--- src/sv/swst_pkg.sv ---
`default_nettype none

package swst_pkg;

  typedef enum logic [1:0] {
    OP_ADD  = 2'd0,
    OP_XMIT = 2'd1,
    OP_ACK  = 2'd2,
    OP_TICK = 2'd3
  } op_e;

  typedef enum logic [1:0] {
    KIND_SEND   = 2'd0,
    KIND_ACCEPT = 2'd1,
    KIND_REJECT = 2'd2,
    KIND_NONE   = 2'd3
  } kind_e;

  typedef enum logic [1:0] {
    ST_IDLE = 2'd0,
    ST_SCAN = 2'd1,
    ST_SEND = 2'd2,
    ST_NONE = 2'd3
  } state_e;

  localparam logic [15:0] TIMEOUT_RESET = 16'd1000;

  typedef struct packed {
    logic accept;
    logic scan;
    logic send_step;
    logic emit_none;
  } cmd_t;

  typedef struct packed {
    logic any_out;
    logic cur_out;
    logic cur_last;
    logic scan_hit;
    logic scan_end;
    logic out_free;
  } sts_t;

endpackage

`default_nettype wire

--- src/sv/swst_ram.sv ---
`default_nettype none

module swst_ram #(
  parameter int DATA_WIDTH = 32,
  parameter int DEPTH      = 32
) (
  input  wire logic                     clk_i,
  input  wire logic                     we_i,
  input  wire logic [$clog2(DEPTH)-1:0] waddr_i,
  input  wire logic [DATA_WIDTH-1:0]    wdata_i,
  input  wire logic [$clog2(DEPTH)-1:0] raddr_i,
  output logic      [DATA_WIDTH-1:0]    rdata_o
);

  logic [DATA_WIDTH-1:0] mem_q [DEPTH];
  logic [DATA_WIDTH-1:0] rdata_q;

  always_ff @(posedge clk_i) begin
    if (we_i) begin
      mem_q[waddr_i] <= wdata_i;
    end
    rdata_q <= mem_q[raddr_i];
  end

  assign rdata_o = rdata_q;

endmodule

`default_nettype wire

--- src/sv/swst_ctrl.sv ---
`default_nettype none

module swst_ctrl (
  input  wire logic           clk_i,
  input  wire logic           rst_ni,
  input  wire logic           s_tvalid_i,
  input  wire swst_pkg::op_e  op_i,
  input  wire swst_pkg::sts_t sts_i,
  output logic                s_tready_o,
  output swst_pkg::cmd_t      cmd_o
);

  import swst_pkg::*;

  state_e state_q, state_d;

  always_ff @(posedge clk_i or negedge rst_ni) begin
    if (!rst_ni) begin
      state_q <= ST_IDLE;
    end else begin
      state_q <= state_d;
    end
  end

  always_comb begin
    state_d    = state_q;
    cmd_o      = '0;
    s_tready_o = 1'b0;
    case (state_q)
      ST_IDLE: begin
        s_tready_o = sts_i.out_free;
        if (s_tvalid_i && sts_i.out_free) begin
          cmd_o.accept = 1'b1;
          if (op_i == OP_XMIT && sts_i.any_out) begin
            state_d = ST_SEND;
          end else if (op_i == OP_TICK) begin
            state_d = ST_SCAN;
          end
        end
      end
      ST_SCAN: begin
        cmd_o.scan = 1'b1;
        if (sts_i.scan_hit) begin
          state_d = ST_SEND;
        end else if (sts_i.scan_end) begin
          state_d = ST_NONE;
        end
      end
      ST_SEND: begin
        cmd_o.send_step = sts_i.out_free;
        if (sts_i.out_free && sts_i.cur_out && sts_i.cur_last) begin
          state_d = ST_IDLE;
        end
      end
      ST_NONE: begin
        if (sts_i.out_free) begin
          cmd_o.emit_none = 1'b1;
          state_d         = ST_IDLE;
        end
      end
      default: begin
        state_d = ST_IDLE;
      end
    endcase
  end

endmodule

`default_nettype wire

--- src/sv/swst_dp.sv ---
`default_nettype none

module swst_dp #(
  parameter int WINDOW_DEPTH = 32
) (
  input  wire logic           clk_i,
  input  wire logic           rst_ni,
  input  wire swst_pkg::cmd_t cmd_i,
  output swst_pkg::sts_t      sts_o,
  input  wire swst_pkg::op_e  op_i,
  input  wire logic [15:0]    seq_num_i,
  input  wire logic [15:0]    ack_num_i,
  input  wire logic           cfg_we_i,
  input  wire logic [15:0]    cfg_wdata_i,
  input  wire logic           m_tready_i,
  output logic                m_tvalid_o,
  output swst_pkg::kind_e     kind_o,
  output logic [15:0]         send_seq_o,
  output logic [15:0]         window_start_o,
  output logic                last_o
);

  import swst_pkg::*;

  localparam int AW = $clog2(WINDOW_DEPTH);
  localparam int CW = $clog2(WINDOW_DEPTH + 1);
  localparam logic [AW:0]   DEPTH_W = (AW+1)'(WINDOW_DEPTH);
  localparam logic [15:0]   DEPTH_16 = 16'(WINDOW_DEPTH);
  localparam logic [CW-1:0] DEPTH_C = CW'(WINDOW_DEPTH);
  localparam logic [AW-1:0] LAST_IDX = AW'(WINDOW_DEPTH - 1);

  logic [15:0]             base_q, base_d;
  logic [31:0]             time_q, time_d;
  logic [15:0]             tmo_q, tmo_d;
  logic [AW-1:0]           head_q, head_d;
  logic [WINDOW_DEPTH-1:0] outs_q, outs_d;
  logic [WINDOW_DEPTH-1:0] stmp_q, stmp_d;
  logic [AW-1:0]           off_q, off_d;
  logic [CW-1:0]           scan_q, scan_d;
  logic                    chk_vld_q, chk_vld_d;
  logic [AW-1:0]           chk_idx_q, chk_idx_d;
  logic                    out_vld_q, out_vld_d;
  kind_e                   kind_q;
  logic [15:0]             seq_q, ws_q;
  logic                    last_q;

  logic          emit, emit_last;
  kind_e         emit_kind;
  logic [15:0]   emit_seq, emit_ws;

  logic [15:0]   add_off, ack_off;
  logic          add_in, ack_in;
  logic [AW:0]   add_sum, cur_sum, ack_sum;
  logic [AW-1:0] add_phys, cur_phys, new_head;
  logic [AW-1:0] rel [WINDOW_DEPTH];
  logic [WINDOW_DEPTH-1:0] clr_mask;
  logic          above;
  logic [31:0]   age, rdata;
  logic          mem_we;

  assign add_off = seq_num_i - base_q;
  assign ack_off = ack_num_i - base_q;
  assign add_in  = add_off < DEPTH_16;
  assign ack_in  = ack_off < DEPTH_16;

  assign add_sum  = {1'b0, head_q} + {1'b0, add_off[AW-1:0]};
  assign add_phys = (add_sum >= DEPTH_W) ? AW'(add_sum - DEPTH_W) : add_sum[AW-1:0];
  assign cur_sum  = {1'b0, head_q} + {1'b0, off_q};
  assign cur_phys = (cur_sum >= DEPTH_W) ? AW'(cur_sum - DEPTH_W) : cur_sum[AW-1:0];
  assign ack_sum  = {1'b0, head_q} + {1'b0, ack_off[AW-1:0]} + (AW+1)'(1);
  assign new_head = (ack_sum >= DEPTH_W) ? AW'(ack_sum - DEPTH_W) : ack_sum[AW-1:0];

  // offset of each physical slot from the window start
  always_comb begin
    logic [AW:0] tmp;
    above = 1'b0;
    for (int p = 0; p < WINDOW_DEPTH; p++) begin
      tmp = (AW+1)'(p) - {1'b0, head_q};
      if (AW'(p) < head_q) begin
        tmp = tmp + DEPTH_W;
      end
      rel[p]      = tmp[AW-1:0];
      clr_mask[p] = rel[p] <= ack_off[AW-1:0];
      if (outs_q[p] && rel[p] > off_q) begin
        above = 1'b1;
      end
    end
  end

  assign age    = time_q - rdata;
  assign mem_we = cmd_i.send_step && outs_q[cur_phys];

  swst_ram #(
    .DATA_WIDTH(32),
    .DEPTH     (WINDOW_DEPTH)
  ) u_stamp_ram (
    .clk_i  (clk_i),
    .we_i   (mem_we),
    .waddr_i(cur_phys),
    .wdata_i(time_q),
    .raddr_i(scan_q[AW-1:0]),
    .rdata_o(rdata)
  );

  always_comb begin
    sts_o.any_out  = |outs_q;
    sts_o.cur_out  = outs_q[cur_phys];
    sts_o.cur_last = !above;
    sts_o.scan_hit = chk_vld_q && outs_q[chk_idx_q] && stmp_q[chk_idx_q]
                     && (age > {16'b0, tmo_q});
    sts_o.scan_end = chk_vld_q && (chk_idx_q == LAST_IDX);
    sts_o.out_free = !out_vld_q || m_tready_i;
  end

  always_comb begin
    base_d    = base_q;
    time_d    = time_q;
    tmo_d     = cfg_we_i ? cfg_wdata_i : tmo_q;
    head_d    = head_q;
    outs_d    = outs_q;
    stmp_d    = stmp_q;
    off_d     = off_q;
    scan_d    = scan_q;
    chk_vld_d = 1'b0;
    chk_idx_d = chk_idx_q;
    emit      = 1'b0;
    emit_kind = KIND_NONE;
    emit_seq  = 16'd0;
    emit_ws   = base_q;
    emit_last = 1'b1;

    if (cmd_i.accept) begin
      off_d  = '0;
      scan_d = '0;
      case (op_i)
        OP_ADD: begin
          emit = 1'b1;
          if (add_in) begin
            outs_d[add_phys] = 1'b1;
            emit_kind        = KIND_ACCEPT;
          end else begin
            emit_kind = KIND_REJECT;
          end
        end
        OP_ACK: begin
          emit = 1'b1;
          if (ack_in) begin
            outs_d    = outs_q & ~clr_mask;
            stmp_d    = stmp_q & ~clr_mask;
            base_d    = base_q + ack_off + 16'd1;
            head_d    = new_head;
            emit_ws   = base_d;
            emit_kind = KIND_ACCEPT;
          end else begin
            emit_kind = KIND_REJECT;
          end
        end
        OP_XMIT: begin
          if (outs_q == '0) begin
            emit = 1'b1;
          end
        end
        OP_TICK: begin
          time_d = time_q + 32'd1;
        end
        default: begin
          emit = 1'b0;
        end
      endcase
    end

    if (cmd_i.scan && scan_q < DEPTH_C) begin
      chk_vld_d = 1'b1;
      chk_idx_d = scan_q[AW-1:0];
      scan_d    = scan_q + CW'(1);
    end

    if (cmd_i.send_step) begin
      if (outs_q[cur_phys]) begin
        emit             = 1'b1;
        emit_kind        = KIND_SEND;
        emit_seq         = base_q + 16'(off_q);
        emit_last        = !above;
        stmp_d[cur_phys] = 1'b1;
      end
      off_d = off_q + AW'(1);
    end

    if (cmd_i.emit_none) begin
      emit = 1'b1;
    end

    if (emit) begin
      out_vld_d = 1'b1;
    end else if (m_tready_i) begin
      out_vld_d = 1'b0;
    end else begin
      out_vld_d = out_vld_q;
    end
  end

  always_ff @(posedge clk_i or negedge rst_ni) begin
    if (!rst_ni) begin
      base_q    <= '0;
      time_q    <= '0;
      tmo_q     <= TIMEOUT_RESET;
      head_q    <= '0;
      outs_q    <= '0;
      stmp_q    <= '0;
      off_q     <= '0;
      scan_q    <= '0;
      chk_vld_q <= 1'b0;
      chk_idx_q <= '0;
      out_vld_q <= 1'b0;
    end else begin
      base_q    <= base_d;
      time_q    <= time_d;
      tmo_q     <= tmo_d;
      head_q    <= head_d;
      outs_q    <= outs_d;
      stmp_q    <= stmp_d;
      off_q     <= off_d;
      scan_q    <= scan_d;
      chk_vld_q <= chk_vld_d;
      chk_idx_q <= chk_idx_d;
      out_vld_q <= out_vld_d;
    end
  end

  always_ff @(posedge clk_i) begin
    if (emit) begin
      kind_q <= emit_kind;
      seq_q  <= emit_seq;
      ws_q   <= emit_ws;
      last_q <= emit_last;
    end
  end

  assign m_tvalid_o     = out_vld_q;
  assign kind_o         = kind_q;
  assign send_seq_o     = seq_q;
  assign window_start_o = ws_q;
  assign last_o         = last_q;

endmodule

`default_nettype wire

--- src/sv/sliding_window_sender_tracker.sv ---
// Sender window bookkeeping for a go-back-N link.
// Input stream: tuser carries the operation (add, transmit, ack, tick),
// tdata carries seq_num and ack_num. Output stream: tuser carries the
// result kind, tdata carries send_seq and window_start, tlast marks the
// final result of an input item.
// cfg_we_i writes the 16-bit retransmit timeout in ticks (1000 at reset).
// Add and ack each give a single result in the cycle after the item is taken.
// Transmit walks the window one slot per cycle while the output can be loaded,
// with one send result per outstanding slot.
// Tick scans the send-time RAM one slot per cycle through its registered read
// port, then runs the transmit walk on a timeout.
// The scan reads the time RAM through its one read port; the walk writes it.
// Reset empties the window, sets the window start and the clock to zero.
// A one-entry output register holds a result while the receiver stalls; the
// walk pauses and new items are held off until that register can be loaded.
`default_nettype none

module sliding_window_sender_tracker #(
  parameter int WINDOW_DEPTH = 32
) (
  input  wire logic        clk_i,
  input  wire logic        rst_ni,
  input  wire logic        s_axis_tvalid_i,
  output logic             s_axis_tready_o,
  input  wire logic [31:0] s_axis_tdata_i,   // seq_num, ack_num
  input  wire logic [1:0]  s_axis_tuser_i,   // operation
  output logic             m_axis_tvalid_o,
  input  wire logic        m_axis_tready_i,
  output logic [31:0]      m_axis_tdata_o,   // send_seq, window_start
  output logic [1:0]       m_axis_tuser_o,   // kind
  output logic             m_axis_tlast_o,
  input  wire logic        cfg_we_i,
  input  wire logic [15:0] cfg_wdata_i
);

  import swst_pkg::*;

  cmd_t        cmd;
  sts_t        sts;
  op_e         op;
  kind_e       kind;
  logic [15:0] send_seq, window_start;

  assign op = op_e'(s_axis_tuser_i);

  swst_ctrl u_ctrl (
    .clk_i     (clk_i),
    .rst_ni    (rst_ni),
    .s_tvalid_i(s_axis_tvalid_i),
    .op_i      (op),
    .sts_i     (sts),
    .s_tready_o(s_axis_tready_o),
    .cmd_o     (cmd)
  );

  swst_dp #(
    .WINDOW_DEPTH(WINDOW_DEPTH)
  ) u_dp (
    .clk_i         (clk_i),
    .rst_ni        (rst_ni),
    .cmd_i         (cmd),
    .sts_o         (sts),
    .op_i          (op),
    .seq_num_i     (s_axis_tdata_i[15:0]),
    .ack_num_i     (s_axis_tdata_i[31:16]),
    .cfg_we_i      (cfg_we_i),
    .cfg_wdata_i   (cfg_wdata_i),
    .m_tready_i    (m_axis_tready_i),
    .m_tvalid_o    (m_axis_tvalid_o),
    .kind_o        (kind),
    .send_seq_o    (send_seq),
    .window_start_o(window_start),
    .last_o        (m_axis_tlast_o)
  );

  assign m_axis_tuser_o = kind;
  assign m_axis_tdata_o = {window_start, send_seq};

`ifndef ASSERT_OFF
  a_single_is_last: assert property (@(posedge clk_i) disable iff (!rst_ni)
    (m_axis_tvalid_o && m_axis_tuser_o != KIND_SEND) |-> m_axis_tlast_o)
    else $error("non-send result without tlast");

  a_add_ack_result: assert property (@(posedge clk_i) disable iff (!rst_ni)
    (s_axis_tvalid_i && s_axis_tready_o &&
     (s_axis_tuser_i == OP_ADD || s_axis_tuser_i == OP_ACK))
    |=> (m_axis_tvalid_o && m_axis_tlast_o))
    else $error("add or ack item gave no single result");

  a_ready_needs_room: assert property (@(posedge clk_i) disable iff (!rst_ni)
    s_axis_tready_o |-> (!m_axis_tvalid_o || m_axis_tready_i))
    else $error("item taken while output register is blocked");
`endif

endmodule

`default_nettype wire
--- config.mk ---
export PLATFORM = sky130hd
export DESIGN_NAME = sliding_window_sender_tracker
export DESIGN_NICKNAME = d
export VERILOG_FILES = /design/src/sv/swst_pkg.sv /design/src/sv/swst_ram.sv /design/src/sv/swst_ctrl.sv /design/src/sv/swst_dp.sv /design/src/sv/sliding_window_sender_tracker.sv
export SDC_FILE = /design/constraint.sdc
export NUM_CORES = 2
export LEC_CHECK = 0
export BUFFER_PORTS_ARGS = -buffer_cell sky130_fd_sc_hd__buf_2
export CORE_UTILIZATION = 60
export DETAILED_ROUTE_END_ITERATION = 7
export GPL_TIMING_DRIVEN = 0
export PLACE_DENSITY = 0.74
export SLEW_MARGIN = 15
export SYNTH_ARGS = -nofsm -noshare
export SYNTH_HDL_FRONTEND = slang
export SYNTH_SLANG_ARGS = --single-unit
--- constraint.sdc ---
create_clock -name clk_i -period 7.5 [get_ports clk_i]
set_input_delay 1.125 -clock clk_i [delete_from_list [all_inputs] [get_ports clk_i]]
set_output_delay 1.125 -clock clk_i [all_outputs]
set_load 0.05 [all_outputs]
==> summary.txt <==
Fin. Hold Viols: 0
DRC viols: 0
Top cell by count, worst path: inv_1
Total die area: 96400 µm²
Total negative slack: 0 ps
Max Cap Viol: 0
Worst reg-to-reg setup slack: 320 ps
CP Launch Type: register
Slew Viols, Final: 0
Routed Antenna Nets: 0
Post-DP HPWL: 109000 µm
Syn. warnings: 0
Via total after detailed routing: 37000
Final Cycle Share: 0.958
First-pass GRT wire length: 232000 µm
Relative slew margins: 0.155
DR WL/cell: 28.2 µm
Clk sinks: 1244
CP max stage delay: 810 ps
Layout Nets: 4585
Fillers: 6392
# Post-CTS Setup Buffers: 0
CTS hold repair buffers: 0
R2R Path End: u_dp.u_stamp_ram.mem_q[30][15]
Slowest cell on crit path: nor2_4
Htree depth: 3
Leakage: 26.6 nW
Area Overhead vs Synth: 12.4%
Power consumption: 13.9 mW
Number of library cell types mapped by synthesis: 79
Sequential fraction of the synthesis area: 0.636
IO buf count: 91
Cell Pwr Density: 217 nW/µm²
Post_cts resized: 0
Layout cells sized above 1: 0.142
Clock latency on the worst-skew pair: 740 ps
RSZ-0062 raised after global routing: false
Routed wire length: 159000 µm
Initial core utilization: 0.609
Die H: 310 µm
Actual slew at the worst max-slew pin: 1270 ps
Arrival @ worst endpoint: 7610 ps
Area of the multi-input gates: 19800 µm²
Clock skew: 22.2 ps
Critical path's top delay family: buffers and inverters
DR iter-0 viols: 4723
Hold/Removal Path Class: in2async
Vias in the first global route: 35800
TritonCTS clock tree: built
Initial antenna violation count: 0
Worst r2r src: u_dp.head_q[1]
Final Wtd Congestion: 0.957
Yosys top cell area share: 0.557
Clk buf depth: 3
Buf+Inv Stages, Crit Path: 5
Async set or reset register ratio after synthesis: 0.123
Post-route setup slack: 315 ps
CTS root buf: clkbuf_16
Max Clock Freq: 139 MHz
Clock transition at path regs: 70 ps
Vias per Instance: 6.58
Critical path type: reg2reg
Top FF cell, synth: edfxtp_1
Syn Std Cell Area: 57100 µm²
GRT overflow: 0
CP Cell Sequence: inv_1, ha_1, a21o_1, a21oi_2, xor2_1, mux2_2, a2111oi_0, o211ai_1, or2_2, buf_2, inv_1, nand3_1, clkbuf_1, nor2_4, buf_16
Status: complete, no violations
VDD IR max: 0.254 mV
FF-to-FF path depth: 15
Area contributors post-synth: edfxtp_1 (56%), dfrtp_1 (6.4%), mux4_2 (5.6%)
Rows: 112
Min cycle time layout: 7180 ps
Area leader, netlist: edfxtp_1
Fin util: 0.684
Number of synthesized register bits: 1244
Setup WS pre-CTS: 574 ps
Crit Path Max Fanout: 17
I/O Pins: 92
ANT cells: 0
Data required time of the worst path: 7920 ps
Largest net degree at the start of global routing: 103
Register area: 36300 µm²
Mapped Cells: 4025
Mapped Nets: 4339
Worst setup path start: u_dp.head_q[1]
Number of flops mapped to enable cells by yosys: 1059
Syn avg cell area: 14.2 µm²
Gr usage total: 0.333
Critical path capture point type: register
Cts bufs inserted: 119
Die W: 310 µm
Core box area: 93700 µm²
Most frequent cells in the layout: edfxtp_1 (1059), nand2_1 (307), o21ai_0 (271)
TritonRoute pass-1 iters: 6
Final setup fails: 0
Most common cell after layout, fill and taps aside: edfxtp_1
-- power by group --
| group | internal [mW] | switching (mW) | leakage (nW) |
|---|---|---|---|
| Combinational | 0.142 | 0.259 | 10.3 |
| Sequential | 7.42 | 0.00447 | 14.4 |
| Clock | 3.49 | 2.62 | 1.94 |
-- cells by family after synthesis --
family / after synthesis / share of synthesized area
flops: 1244 / 0.636
compound gates: 937 / 0.101
simple gates: 728 / 0.0598
mux: 410 / 0.104
buf+inv: 321 / 0.0221
fa+ha+maj: 259 / 0.0578
xor+xnor: 126 / 0.0193
-- final cells by class --
| cell class | count | area share |
|---|---|---|
| clock inverters | 66 | 0.0117 |
| repair buffers | 125 | 0.0189 |
| well taps | 1254 | 0.0245 |
| flip-flops and latches | 1244 | 0.566 |
| multi-input cells | 2460 | 0.309 |
| plain buffers | 167 | 0.0108 |
| inverters | 154 | 0.00901 |
| clock buffers | 158 | 0.0504 |
-- through the flow --
step	hold slack (ps)	instance area, µm²	instances
after global placement	490	59100	5370
final	326	64100	5628
after detailed placement	500	60100	5404
after floorplan	442	57100	4025
after CTS	324	64100	5628
after global routing	353	64100	5628
-- cell usage after synthesis, drive strengths merged (7+ instances only) --
master / n
a211oi: 13
a21boi: 9
a21o: 51
a21oi: 254
a31oi: 10
and2: 11
and3: 36
buf: 56
clkbuf: 111
dfrtp: 147
dfxtp: 32
edfxtp: 1059
fa: 8
ha: 251
inv: 154
mux2: 69
mux2i: 200
mux4: 141
nand2: 307
nand2b: 24
nand3: 66
nand4: 36
nor2: 129
nor2b: 20
nor3: 32
nor3b: 13
nor4: 15
o211ai: 17
o21a: 16
o21ai: 321
o21bai: 12
o221ai: 97
o22ai: 39
o31a: 7
o31ai: 42
or2: 10
or3: 7
xnor2: 87
xor2: 39
-- registers in the layout, indices dropped and copies added (netlist names), 6 cells and up --
signal,flops
u_dp.u_stamp_ram.mem_q,1024
u_dp.outs_q,32
u_dp.stmp_q,32
u_dp.time_q,32
u_dp.u_stamp_ram.rdata_o,32
u_dp.base_q,16
u_dp.send_seq_o,16
u_dp.tmo_q,16
u_dp.window_start_o,16
u_dp.scan_q,6
-- per-layer routing --
metal	vias up	track usage	wire length, µm
li1	16100	-	-
met1	18600	0.475	65200
met2	2028	0.509	71800
met3	309	0.0750	16700
met4	0	0.111	5230
met5	-	0	0
-- worst register-to-register path, stage by stage, from the launching register on --
cell and delay [ps]:
dfrtp_1 800, inv_1 470, ha_1 520, a21o_1 230, a21oi_2 230, xor2_1 610
mux2_2 410, a2111oi_0 410, o211ai_1 250, or2_2 360, buf_2 230, inv_1 180
nand3_1 440, clkbuf_1 650, nor2_4 810, buf_16 250
-- how the worst max path moves through the flow --
stage | slack, ps | end | depth (start not counted)
after floorplan | 1700 | u_dp.kind_o[0] | 4
after global placement | -1390 | u_dp.u_stamp_ram.mem_q[10][25] | 14
after detailed placement | 570 | u_dp.u_stamp_ram.mem_q[30][21] | 15
after CTS | 520 | u_dp.u_stamp_ram.mem_q[26][7] | 15
after global routing | 80 | u_dp.u_stamp_ram.mem_q[26][7] | 15
final | 320 | u_dp.u_stamp_ram.mem_q[30][15] | 15
(Power assumes the default switching activity.)
